--- config.mk ---
export PLATFORM = sky130hd
export DESIGN_NAME = dlu_ctrl
export DESIGN_NICKNAME = d
export VERILOG_FILES = /design/src/rtl/core/dlu_pkg.sv /design/src/rtl/core/dlu_ctrl.sv
export SDC_FILE = /design/constraint.sdc
export NUM_CORES = 1
export LEC_CHECK = 0
export ABC_AREA = 1
export CORE_UTILIZATION = 35
export CTS_CLUSTER_SIZE = 24
export DETAILED_ROUTE_END_ITERATION = 10
export DONT_BUFFER_PORTS = 1
export PLACE_DENSITY_LB_ADDON = 0.12
export RECOVER_POWER = 25
export SLEW_MARGIN = 20
export SYNTH_ARGS = -nofsm -noshare
export SYNTH_HDL_FRONTEND = slang
export SYNTH_SLANG_ARGS = --single-unit
--- constraint.sdc ---
create_clock -name i_clk -period 4.3 [get_ports i_clk]
set_input_delay 0.645 -clock i_clk [delete_from_list [all_inputs] [get_ports i_clk]]
set_output_delay 0.645 -clock i_clk [all_outputs]
set_load 0.02 [all_outputs]
--- src/rtl/core/dlu_pkg.sv ---
// ============================================================================
// dlu_pkg
// Shared types, widths and codes for the dense LU linear solver.
// ============================================================================
package dlu_pkg;

    localparam int WORD_W        = 48;
    localparam int VAL_W         = 32;
    localparam int IDX_W         = 4;
    localparam int ORD_W         = 5;
    localparam int MAX_ORDER_DEF = 16;
    localparam int FRAC_BITS_DEF = 16;

    localparam logic [ORD_W-1:0] ORD_RESET = ORD_W'(16);

    localparam logic KIND_MAT = 1'b0;
    localparam logic KIND_VEC = 1'b1;

    localparam logic [1:0] WSEL_ZERO = 2'd0;
    localparam logic [1:0] WSEL_LOAD = 2'd1;
    localparam logic [1:0] WSEL_S    = 2'd2;

    typedef struct packed {
        logic                    kind;
        logic [IDX_W-1:0]        row;
        logic [IDX_W-1:0]        col;
        logic signed [VAL_W-1:0] value;
        logic                    last_item;
    } t_item;

    typedef struct packed {
        logic [IDX_W-1:0]        index;
        logic signed [VAL_W-1:0] solution;
        logic                    singular;
        logic                    saturated;
        logic                    last_result;
    } t_result;

    typedef struct packed {
        logic             ld_s;
        logic             ld_a;
        logic             mul_start;
        logic             div_start;
        logic             sel_vec;
        logic [1:0]       wsel;
        logic             chk32;
        logic             emit;
        logic [IDX_W-1:0] emit_idx;
        logic             emit_last;
        logic             clr_flags;
    } t_cmd;

    typedef struct packed {
        logic mul_busy;
        logic div_busy;
    } t_sts;

endpackage

--- src/rtl/core/dlu_ctrl.sv ---
// ============================================================================
// dlu_ctrl
// Sequencer of the LU solver: loading, factorisation, both substitutions,
// result emission and the clearing sweep of the stores.
// ============================================================================
module dlu_ctrl #(
    parameter int MAX_ORDER = dlu_pkg::MAX_ORDER_DEF
) (
    input  logic                                   i_clk,
    input  logic                                   i_rst_n,
    input  logic                                   i_start,
    output logic                                   o_busy,
    input  dlu_pkg::t_item                         i_item,
    input  logic                                   i_cfg_we,
    input  logic [dlu_pkg::ORD_W-1:0]              i_cfg_wdata,
    output dlu_pkg::t_cmd                          o_cmd,
    input  dlu_pkg::t_sts                          i_sts,
    output logic                                   o_mat_we,
    output logic [$clog2(MAX_ORDER*MAX_ORDER)-1:0] o_mat_waddr,
    output logic [$clog2(MAX_ORDER*MAX_ORDER)-1:0] o_mat_raddr,
    output logic                                   o_vec_we,
    output logic [$clog2(MAX_ORDER)-1:0]           o_vec_waddr,
    output logic [$clog2(MAX_ORDER)-1:0]           o_vec_raddr
);
    import dlu_pkg::*;

    localparam int MD   = MAX_ORDER * MAX_ORDER;
    localparam int MAW  = $clog2(MD);
    localparam int VAW  = $clog2(MAX_ORDER);
    localparam int CW   = $clog2(MAX_ORDER + 1);
    localparam int NLIM = (MAX_ORDER < 16) ? MAX_ORDER : 16;

    localparam logic [3:0] ST_CLEAR = 4'd0;
    localparam logic [3:0] ST_IDLE  = 4'd1;
    localparam logic [3:0] ST_RS    = 4'd2;
    localparam logic [3:0] ST_LS    = 4'd3;
    localparam logic [3:0] ST_JCHK  = 4'd4;
    localparam logic [3:0] ST_LA    = 4'd5;
    localparam logic [3:0] ST_LB    = 4'd6;
    localparam logic [3:0] ST_MW    = 4'd7;
    localparam logic [3:0] ST_LD    = 4'd8;
    localparam logic [3:0] ST_DW    = 4'd9;
    localparam logic [3:0] ST_WR    = 4'd10;
    localparam logic [3:0] ST_ER    = 4'd11;
    localparam logic [3:0] ST_EO    = 4'd12;

    localparam logic [1:0] PH_U = 2'd0;
    localparam logic [1:0] PH_L = 2'd1;
    localparam logic [1:0] PH_F = 2'd2;
    localparam logic [1:0] PH_B = 2'd3;

    function automatic logic [MAW-1:0] maddr(input logic [CW-1:0] r,
                                             input logic [CW-1:0] c);
        return MAW'(32'(r) * MAX_ORDER + 32'(c));
    endfunction

    logic [3:0]       r_state, n_state;
    logic [1:0]       r_phase, n_phase;
    logic [CW-1:0]    r_i, n_i, r_k, n_k, r_j, n_j;
    logic [MAW-1:0]   r_clr, n_clr;
    logic [ORD_W-1:0] r_order;

    logic [CW-1:0]  n_eff, jend, jstart;
    logic           vec_ph, div_ph, row_ok, col_ok;
    logic [MAW-1:0] s_addr, a_addr, b_addr, d_addr;

    always_comb begin
        if (r_order == '0) begin
            n_eff = CW'(1);
        end else if (32'(r_order) > NLIM) begin
            n_eff = CW'(NLIM);
        end else begin
            n_eff = CW'(r_order);
        end
        vec_ph = (r_phase == PH_F) || (r_phase == PH_B);
        div_ph = (r_phase == PH_L) || (r_phase == PH_B);
        jend   = (r_phase == PH_B) ? n_eff : r_i;
        jstart = (r_phase == PH_B) ? (r_i + 1'b1) : '0;
        s_addr = (r_phase == PH_L) ? maddr(r_k, r_i) : maddr(r_i, r_k);
        a_addr = (r_phase == PH_L) ? maddr(r_k, r_j) : maddr(r_i, r_j);
        b_addr = (r_phase == PH_L) ? maddr(r_j, r_i) : maddr(r_j, r_k);
        d_addr = maddr(r_i, r_i);
        row_ok = 32'(i_item.row) < MAX_ORDER;
        col_ok = 32'(i_item.col) < MAX_ORDER;
    end

    always_comb begin
        n_state     = r_state;
        n_phase     = r_phase;
        n_i         = r_i;
        n_k         = r_k;
        n_j         = r_j;
        n_clr       = r_clr;
        o_cmd       = '0;
        o_mat_we    = 1'b0;
        o_mat_waddr = '0;
        o_mat_raddr = '0;
        o_vec_we    = 1'b0;
        o_vec_waddr = '0;
        o_vec_raddr = '0;
        case (r_state)
            ST_CLEAR: begin
                o_mat_we        = 1'b1;
                o_mat_waddr     = r_clr;
                o_vec_we        = 32'(r_clr) < MAX_ORDER;
                o_vec_waddr     = VAW'(r_clr);
                o_cmd.wsel      = WSEL_ZERO;
                o_cmd.clr_flags = 1'b1;
                if (r_clr == MAW'(MD - 1)) begin
                    n_state = ST_IDLE;
                end else begin
                    n_clr = r_clr + 1'b1;
                end
            end
            ST_IDLE: begin
                if (i_start) begin
                    o_cmd.wsel = WSEL_LOAD;
                    if (i_item.kind == KIND_MAT) begin
                        o_mat_we    = row_ok && col_ok;
                        o_mat_waddr = MAW'(32'(i_item.row) * MAX_ORDER +
                                           32'(i_item.col));
                    end else begin
                        o_vec_we    = row_ok;
                        o_vec_waddr = VAW'(i_item.row);
                    end
                    if (i_item.last_item) begin
                        n_state = ST_RS;
                        n_phase = PH_U;
                        n_i     = '0;
                        n_k     = '0;
                    end
                end
            end
            ST_RS: begin
                if (vec_ph) begin
                    o_vec_raddr = VAW'(r_i);
                end else begin
                    o_mat_raddr = s_addr;
                end
                n_j     = jstart;
                n_state = ST_LS;
            end
            ST_LS: begin
                o_cmd.ld_s    = 1'b1;
                o_cmd.sel_vec = vec_ph;
                n_state       = ST_JCHK;
            end
            ST_JCHK: begin
                if (r_j < jend) begin
                    o_mat_raddr = a_addr;
                    n_state     = ST_LA;
                end else if (div_ph) begin
                    o_mat_raddr = d_addr;
                    n_state     = ST_LD;
                end else begin
                    n_state = ST_WR;
                end
            end
            ST_LA: begin
                o_cmd.ld_a = 1'b1;
                if (vec_ph) begin
                    o_vec_raddr = VAW'(r_j);
                end else begin
                    o_mat_raddr = b_addr;
                end
                n_state = ST_LB;
            end
            ST_LB: begin
                o_cmd.mul_start = 1'b1;
                o_cmd.sel_vec   = vec_ph;
                n_state         = ST_MW;
            end
            ST_MW: begin
                if (!i_sts.mul_busy) begin
                    n_j     = r_j + 1'b1;
                    n_state = ST_JCHK;
                end
            end
            ST_LD: begin
                o_cmd.div_start = 1'b1;
                n_state         = ST_DW;
            end
            ST_DW: begin
                if (!i_sts.div_busy) begin
                    n_state = ST_WR;
                end
            end
            ST_WR: begin
                o_cmd.wsel = WSEL_S;
                n_state    = ST_RS;
                if (vec_ph) begin
                    o_vec_we    = 1'b1;
                    o_vec_waddr = VAW'(r_i);
                    o_cmd.chk32 = (r_phase == PH_B);
                end else begin
                    o_mat_we    = 1'b1;
                    o_mat_waddr = s_addr;
                end
                case (r_phase)
                    PH_U: begin
                        if ((r_k + 1'b1) < n_eff) begin
                            n_k = r_k + 1'b1;
                        end else if ((r_i + 1'b1) < n_eff) begin
                            n_phase = PH_L;
                            n_k     = r_i + 1'b1;
                        end else begin
                            n_phase = PH_F;
                            n_i     = '0;
                        end
                    end
                    PH_L: begin
                        if ((r_k + 1'b1) < n_eff) begin
                            n_k = r_k + 1'b1;
                        end else begin
                            n_phase = PH_U;
                            n_i     = r_i + 1'b1;
                            n_k     = r_i + 1'b1;
                        end
                    end
                    PH_F: begin
                        if ((r_i + 1'b1) < n_eff) begin
                            n_i = r_i + 1'b1;
                        end else begin
                            n_phase = PH_B;
                            n_i     = n_eff - 1'b1;
                        end
                    end
                    default: begin
                        if (r_i == '0) begin
                            n_state = ST_ER;
                        end else begin
                            n_i = r_i - 1'b1;
                        end
                    end
                endcase
            end
            ST_ER: begin
                o_vec_raddr = VAW'(r_i);
                n_state     = ST_EO;
            end
            ST_EO: begin
                o_cmd.emit      = 1'b1;
                o_cmd.emit_idx  = IDX_W'(r_i);
                o_cmd.emit_last = ((r_i + 1'b1) == n_eff);
                if ((r_i + 1'b1) == n_eff) begin
                    n_state = ST_CLEAR;
                    n_clr   = '0;
                end else begin
                    n_i     = r_i + 1'b1;
                    n_state = ST_ER;
                end
            end
            default: begin
                n_state = ST_CLEAR;
                n_clr   = '0;
            end
        endcase
    end

    always_ff @(posedge i_clk) begin
        if (!i_rst_n) begin
            r_state <= ST_CLEAR;
            r_phase <= PH_U;
            r_i     <= '0;
            r_k     <= '0;
            r_j     <= '0;
            r_clr   <= '0;
            r_order <= ORD_RESET;
        end else begin
            r_state <= n_state;
            r_phase <= n_phase;
            r_i     <= n_i;
            r_k     <= n_k;
            r_j     <= n_j;
            r_clr   <= n_clr;
            if (i_cfg_we) begin
                r_order <= i_cfg_wdata;
            end
        end
    end

    assign o_busy = (r_state != ST_IDLE);

`ifndef NO_ASSERTIONS
    a_emit_units_idle: assert property (@(posedge i_clk) disable iff (!i_rst_n)
        (r_state == ST_EO) |-> (!i_sts.mul_busy && !i_sts.div_busy))
        else $error("result emitted while an arithmetic unit is busy");

    a_j_bound: assert property (@(posedge i_clk) disable iff (!i_rst_n)
        (r_state == ST_JCHK) |-> (r_j <= jend))
        else $error("inner index ran past its bound");

    a_clear_ends: assert property (@(posedge i_clk) disable iff (!i_rst_n)
        (r_state == ST_CLEAR && r_clr == MAW'(MD - 1)) |=> (r_state == ST_IDLE))
        else $error("clearing sweep did not return to idle");
`endif
endmodule
After elaboration in Yosys (flattened, before gate mapping)

Cells that the tools add are included.

Output and inout bits: 42
Bits in registers: 34

Equality and inequality tests: 34
Reduce and logical (&&, ||, !) cells: 18
Magnitude comparators: 5
Multiplexer cells: 79
Bitwise logic cells: 1
Add/sub/neg operators: 14

Operator list:

| cell                  | count |
|---|---|
| $mux W8               | 11 |
| $mux W5               | 16 |
| $pmux W8 S3           | 3 |
| $add A8 B5 Y8         | 7 |
| $mux W4               | 13 |
| $pmux W4 S13          | 1 |
| $pmux W5 S2           | 3 |
| $pmux W5 S3           | 2 |
| $pmux W4 S3           | 2 |
| $eq A4 B4 Y1 const B  | 5 |
| $eq A4 B3 Y1 const B  | 4 |
| $ne A2 B2 Y1 const B  | 8 |
| $add A5 B1 Y5 const B | 3 |
| $lt A5 B5 Y1          | 3 |
| $mux W1               | 15 |
| $mux W2               | 7 |
| $ne A3 B3 Y1 const B  | 4 |
| $reduce_or A11 Y1     | 1 |
| $logic_not A5 Y1      | 2 |
| $reduce_and A5 Y1     | 2 |
| $sub A5 B1 Y5 const B | 2 |
| $add A8 B1 Y8 const B | 1 |
| $add A8 B4 Y8         | 1 |
| $eq A4 B2 Y1 const B  | 2 |
| 28 further kinds      | 33 |

Longest topological paths before layout

Gate-level depths: netlist (run 1).

Depth in word-level cells: 8
Mapped depth: 18
Depth with buffers taken out: 18

Worst setup path before layout (run 1)

Ideal clock, no wire load.

Path type: reg2out
Start: register r_phase[0]
End: output o_mat_raddr[7]
Buffers on the path: 1
Arrival time: 2.207 ns
Required time: 3.655 ns
Slack: 1.448 ns
Cell stages (with the launch flop): 12
Path through: dfxtp_1 ha_1 buf_2 inv_1 o21ai_0 inv_1 ha_1 a21oi_1 nor2_1 a211oi_1 nand3_1 o2111ai_1

Word-level cells in the longest chain between the ends: 5
Elaborated cells between the ends (all ways): 15
Classes of those cells: 1 x order compare; 3 x eq/ne; 9 x mux; 2 x reduce/logical

Ends and longest elaborated chain:

| element                                              | RTL line                         | source |
|---|---|---|
| from (decl)                                          | dlu_ctrl.sv:58                   | `logic [1:0] r_phase, n_phase;` |
| from (signal assigned)                               | dlu_ctrl.sv:271                  | `r_phase <= n_phase;` |
| $eq A2 B2 Y1 / $eq A2 B1 Y1 (equally long branches)  | --                               |  |
| $mux W5 / $logic_or A1 B1 Y1 (equally long branches) | dlu_ctrl.sv:77, dlu_ctrl.sv:76   |  |
| $lt A5 B5 Y1 / $mux W8 (equally long branches)       | dlu_ctrl.sv:149, dlu_ctrl.sv:152 |  |
| $mux W8                                              | dlu_ctrl.sv:149                  | `if (r_j < jend) begin` |
| $pmux W8 S3 *                                        | dlu_ctrl.sv:101                  | `case (r_state)` |
| to (decl)                                            | dlu_ctrl.sv:20                   | `output logic [$clog2(MAX_ORDER*MAX_ORDER)-1:0] o_mat_raddr,` |

Every way passes the cells marked *; elsewhere a longest branch is shown, timed or not.

Final worst setup path (run 1)

Start: register r_phase[0]
End: output o_mat_raddr[6]

The elaborated chain is that of the path after synthesis.

==> results of run 1 <==
cells by family after synthesis:
family / Yosys count
buffers and inverters: 109
XOR/XNOR: 13
adder cells (fa/ha/maj): 32
flip-flops: 34
AND/OR/NAND/NOR: 296
AO/OA/AOI/OAI: 138
sequential cells by signal, indices dropped and copies added, names as in the netlist:
name and flops:
r_state 4, r_clr 8, r_k 5, r_order 5
r_i 5, r_phase 2, r_j 5
power by group:
group	switching [mW]	leakage (nW)	internal [mW]
clock	0.138	0.0482	0.130
sequential	0.00598	0.276	0.321
combinational	0.0491	1.48	0.0224
layout make-up:
class | instances | area [um2]
Clock inverter | 1 | 5.005
Timing Repair Buffer | 6 | 41.29
Fill cell | 1195 | 6437
Multi-Input combinational cell | 479 | 2694
Clock buffer | 7 | 86.33
Sequential cell | 34 | 680.7
Tap cell | 136 | 170.2
Inverter | 92 | 347.8
worst min-delay path by stage:
stage	from	to	slack (ps)	cells after the start
final	i_cfg_we	r_order[4]	420	1
after CTS	i_cfg_we	r_order[4]	420	1
after floorplan	r_order[0]	r_order[0]	450	2
after global placement	r_order[0]	r_order[0]	470	2
after detailed placement	r_order[0]	r_order[0]	470	2
after global routing	i_cfg_we	r_order[4]	430	1
layout by cell type (no fill, tap or decap), types with 4 or more instances in the layout:
| cell type | n |
|---|---|
| nand2_1 | 130 |
| inv_1 | 83 |
| nor2_1 | 79 |
| o21ai_0 | 51 |
| a21oi_1 | 42 |
| nand3_1 | 37 |
| dfxtp_1 | 34 |
| ha_1 | 32 |
| nand4_1 | 14 |
| nand2_2 | 10 |
| o211ai_1 | 10 |
| xor2_1 | 9 |
| inv_2 | 7 |
| a22oi_1 | 7 |
| o21ai_1 | 6 |
| clkbuf_8 | 6 |
| nor3_1 | 5 |
| nand2_4 | 5 |
| buf_4 | 5 |
| xnor2_1 | 4 |
| o221ai_1 | 4 |
| a31oi_1 | 4 |
routing by layer:
layer | routed length [um] | track usage | share of wire
met5 | 0 | 0 | 0
met2 | 5729 | 0.3757 | 0.44
met3 | 704 | 0.03433 | 0.054
met1 | 6124 | 0.3203 | 0.47
met4 | 422 | 0.1018 | 0.033
==> out/results.tsv, run 1 <==
stage	metric	value	unit
run_status	status	complete, but fails checks	
run_status	violated checks	capacitance limit, slew limit	
setup_path	WP buf/inv	2	
timing	Setup TNS Final	0	ps
cts	total CTS buffers	5	
synthesis	Post-synth top cells	nand2_1, inv_1, nor2_1	
synthesis	Yosys reg bits	34	
global_routing	GRT Resource Usage Total	0.2377	
hold_path	Hold WC Path Type	input port to flop	
cts	count of clock tree sinks	34	
placed_design	I/O Buffers	0	
setup_path	flop2flop setup slack	1080	ps
timing	Slew Limit Fails	17	
setup_path	largest delay contributor family on the critical path	compound AO/OA/AOI/OAI gates	
cells_and_area	Non-Filler Instances	755	
global_routing	global-route wire length before repair	20810	um
synthesis	sequential share of the synthesized area	0.1782	
power_and_ir_drop	Max IR drop VDD	0.0001022	V
setup_path	crit path DAT	3130	ps
synthesis	top cell type's share of synthesized area	0.1782	
setup_path	Worst setup EP type	output pin	
detailed_routing	Initial DRT Pass Iterations	5	
timing	Final Critical Period	3778	ps
cells_and_area	post-route design area	4025	um2
global_routing	number of global-route vias before repair	3875	
cts	clk root buf	clkbuf_8	
setup_path	Worst Path Required	3650	ps
cts	Clock transition at path regs	90	ps
cts	CTS tree	built	
power_and_ir_drop	power density over the cells	165.4	nW/um2
timing	Worst Tran Pin Value	1662	ps
timing	Rel. slew slack	-0.1121	
timing	period utilization	0.8786	
cells_and_area	NumNets Final	703	
setup_path	RR Startpoint	r_i[1]	
detailed_routing	Final ANT Viol Nets	0	
placed_design	gpl congestion	0.9001	
cts	CTS resizes	0	
power_and_ir_drop	Leakage	1.805	nW
placed_design	dpl cells	747	
synthesis	most numerous cell in the Yosys netlist	nand2_1	
timing	maximum clock frequency	0.2647	GHz
die	core area	10460	um2
synthesis	mux contribution to synthesized area	0	
timing	final worst setup slack	522.2	ps
die	die area	11330	um2
synthesis	syn nets	707	
cts	hold_buf cts	0	
placed_design	Post-Place Cell Area	3958	um2
detailed_routing	wire per inst	17.19	um
die	Initial Util	0.3650	
placed_design	Detailed Place HPWL	10190	um
detailed_routing	DRT iter0 DRCs	312	
detailed_routing	Avg Vias per Cell	5.424	
synthesis	Synth Area in Compound Gates	0.2097	
die	die height	106.5	um
detailed_routing	via count	4095	
global_routing	initial antenna violation count	0	
timing	RSZ-0062 raised after global routing	no	
synthesis	largest family of logic cells by synthesized area	simple AND/OR/NAND/NOR gates	
synthesis	synthesized area	3819	um2
die	width of the die	106.5	um
synthesis	main flop type after synthesis	dfxtp_1	
cts	post-CTS setup buffers	0	
setup_path	Worst path max stage delay	620	ps
synthesis	Synth Area in XOR/XNOR	0.02982	
run	max-cap violations	1	
synthesis	adder-cell share of the synthesized area	0.1048	
synthesis	syn avg cell area	6.139	um2
cells_and_area	diodes inserted	0	
timing	Setup-failing EPs final	0	
setup_path	Crit. Startpoint	r_phase[0]	
synthesis	fraction of registers with async set or reset after synthesis	0	
setup_path	Crit Reg-Reg Endpoint	r_k[3]	
power_and_ir_drop	Tot Pwr	0.6658	mW
placed_design	dpl ws	872.6	ps
setup_path	CP max-delay cell	o221ai_1	
synthesis	cell taking the most area after synthesis	dfxtp_1	
timing	post-route clock skew	12.57	ps
synthesis	Post-synth EDFFs	0	
cts	Clock Tree Buf Depth	2	
cells_and_area	share of cells above drive strength 1	0.08562	
setup_path	Startpoint Class	flop	
synthesis	simple-gate share of the synthesized area	0.3663	
die	std cell rows	37	
setup_path	Crit Path Max Fanout	9	
global_routing	grt total ovfl	0	
cts	clock latency on the worst-skew pair	310	ps
die	Ports	95	
detailed_routing	drt drc	0	
cells_and_area	final core occ	0.3847	
cts	CTS H-tree depth	2	
synthesis	Synth cell types	46	
setup_path	CP cell instances	ha_1, inv_1, o21ai_0, inv_1, ha_1, a21oi_1, nor2_1, a211oi_1, nand3_1, o221ai_1	
synthesis	synth top area cells	dfxtp_1, nand2_1, ha_1	
setup_path	Crit path depth	10	
setup_path	FF-to-FF path depth	13	
synthesis	Syn Inst Count	622	
cells_and_area	Layout area overhead	5.406	%
setup_path	CP Class	flop to output pin	
synthesis	Synth Warn #	0	
timing	Hold WS	418.8	ps
timing	Final Hold Vio Count	0	
global_routing	largest net degree at the start of global routing	23	
detailed_routing	routed wire length	12980	um
setup_path	Worst Setup EP	o_mat_raddr[6]	
Note: power is estimated with default switching activity, not from simulation.
==> run 2, diff against run 1 <==
CTS_BUF_LIST = sky130_fd_sc_hd__clkbuf_8   (was unset)
==> out/results.tsv, run 2 (synthesis gave the netlist of run 1 again) <==
stage	metric	value	unit
detailed_routing	Final ANT Viol Nets	0	
power_and_ir_drop	Net Sw Frac	0.2911	
global_routing	grt total ovfl	0	
cts	post-CTS setup buffers	0	
die	std cell rows	37	
setup_path	crit path DAT	3130	ps
cts	hold_buf cts	0	
timing	post-route clock skew	11.91	ps
cts	count of clock tree sinks	34	
cts	CTS tree	built	
run_status	status	complete, but fails checks	
setup_path	CP Class	flop to output pin	
die	core area	10460	um2
die	die area	11330	um2
cells_and_area	share of cells above drive strength 1	0.08562	
placed_design	Detailed Place HPWL	10190	um
cells_and_area	diodes inserted	0	
timing	period utilization	0.8789	
detailed_routing	drt drc	0	
timing	Rel. slew slack	-0.1121	
timing	maximum clock frequency	0.2646	GHz
die	Ports	95	
die	Initial Util	0.3650	
die	die height	106.5	um
run	max-cap violations	1	
hold_path	Hold WC Path Type	input port to flop	
power_and_ir_drop	reported net switching power	0.1932	mW
global_routing	largest net degree at the start of global routing	23	
die	width of the die	106.5	um
power_and_ir_drop	share of power burned in combinational logic	0.108	
cts	Clock transition at path regs	90	ps
timing	Final Hold Vio Count	0	
setup_path	Worst setup EP type	output pin	
placed_design	gpl congestion	0.9001	
power_and_ir_drop	sequential share of power	0.492	
cells_and_area	commonest non-fill, non-tap cells in the layout	nand2_1, inv_1, nor2_1	
cts	CTS H-tree depth	2	
detailed_routing	wire per inst	17.19	um
run_status	violated checks	capacitance limit, slew limit	
detailed_routing	Avg Vias per Cell	5.428	
global_routing	GRT Resource Usage Total	0.2377	
setup_path	Startpoint Class	flop	
power_and_ir_drop	Leakage	1.809	nW
timing	Setup-failing EPs final	0	
cells_and_area	commonest non-fill, non-tap cell in the layout	nand2_1	
cells_and_area	NumNets Final	703	
placed_design	I/O Buffers	0	
timing	Worst Tran Pin Value	1662	ps
timing	RSZ-0062 raised after global routing	no	
cts	clk root buf	clkbuf_8	
detailed_routing	via count	4098	
cells_and_area	max reg flops	8	
cells_and_area	most flop-heavy register	r_clr	
power_and_ir_drop	Max IR drop VDD	0.0001022	V
global_routing	number of global-route vias before repair	3875	
power_and_ir_drop	clock share of power	0.400	
cells_and_area	Layout area overhead	5.406	%
timing	Slew Limit Fails	17	
global_routing	initial antenna violation count	0	
power_and_ir_drop	Pint	0.4704	mW
setup_path	Worst Path Required	3650	ps
power_and_ir_drop	power density over the cells	164.9	nW/um2
cts	clock latency on the worst-skew pair	310	ps
setup_path	Crit Path Max Fanout	9	
cts	total CTS buffers	5	
cts	Clock Tree Buf Depth	2	
detailed_routing	DRT iter0 DRCs	312	
timing	Setup TNS Final	0	ps
timing	Final Critical Period	3779	ps
detailed_routing	Initial DRT Pass Iterations	5	
cells_and_area	final core occ	0.3847	
cts	CTS resizes	0	
detailed_routing	routed wire length	12980	um
global_routing	global-route wire length before repair	20810	um
[run 2: cell types whose count changed in the layout (fill, tap and decap cells not counted)]
cell      change
clkbuf_1      -1
inv_1         +1
[run 2: power groups by stage]
stage	clock network, mW	logic, mW	registers, mW
after floorplan	0	0.0600	0.332
after global placement	0	0.0708	0.334
after detailed placement	0	0.0714	0.334
after CTS	0.274	0.0717	0.327
after global routing	0.282	0.0809	0.328
final	0.265	0.0714	0.327
[run 2: worst paths after layout]
| check | cells past startpoint | end | slack [ps] | from |
|---|---|---|---|---|
| min reg2reg | 2 | r_order[0] | 490 | r_order[0] |
| max | 10 | o_mat_raddr[6] | 520 | r_phase[0] |
| max reg2reg | 13 | r_k[3] | 1090 | r_i[1] |
| min | 1 | r_order[4] | 420 | i_cfg_we |
[run 2: through the flow]
stage | std cells | instance area, um2 | worst slack (ps) | hold slack (ps) | total power, mW
global placement | 747 | 3958 | 892.6 | 470.1 | 0.4048
detailed placement | 747 | 3958 | 872.6 | 470.1 | 0.4056
CTS | 755 | 4049 | 521.9 | 416.3 | 0.6724
finish | 755 | 4025 | 520.7 | 419.5 | 0.6636
floorplan | 622 | 3819 | 1448 | 449.3 | 0.3923
global route | 755 | 4025 | 273.7 | 427.5 | 0.6911
[run 2: final cells by class]
| cell class | instances | area [um2] |
|---|---|---|
| sequential | 34 | 680.7 |
| fill | 1195 | 6437 |
| timing repair buffer | 6 | 41.29 |
| clock inverter | 2 | 8.758 |
| tap | 136 | 170.2 |
| clock buffer | 6 | 82.58 |
| inverter | 92 | 347.8 |
| multi-input combinational | 479 | 2694 |
[run 2: metal layers]
metal,part of all wire,up-vias,GRT usage,wire length (um)
met1,0.47,1875,0.3203,6120
met5,0,-,0,0
met2,0.44,135,0.3757,5718
li1,-,2057,-,-
met3,0.055,31,0.03433,711
met4,0.033,0,0.1018,429
[run 2: worst max-delay path, stage by stage (launching register included)]
cell	delay, ps
dfxtp_1	420
ha_1	380
inv_1	170
o21ai_0	200
inv_1	60
ha_1	170
a21oi_1	130
nor2_1	50
a211oi_1	290
nand3_1	340
o221ai_1	620
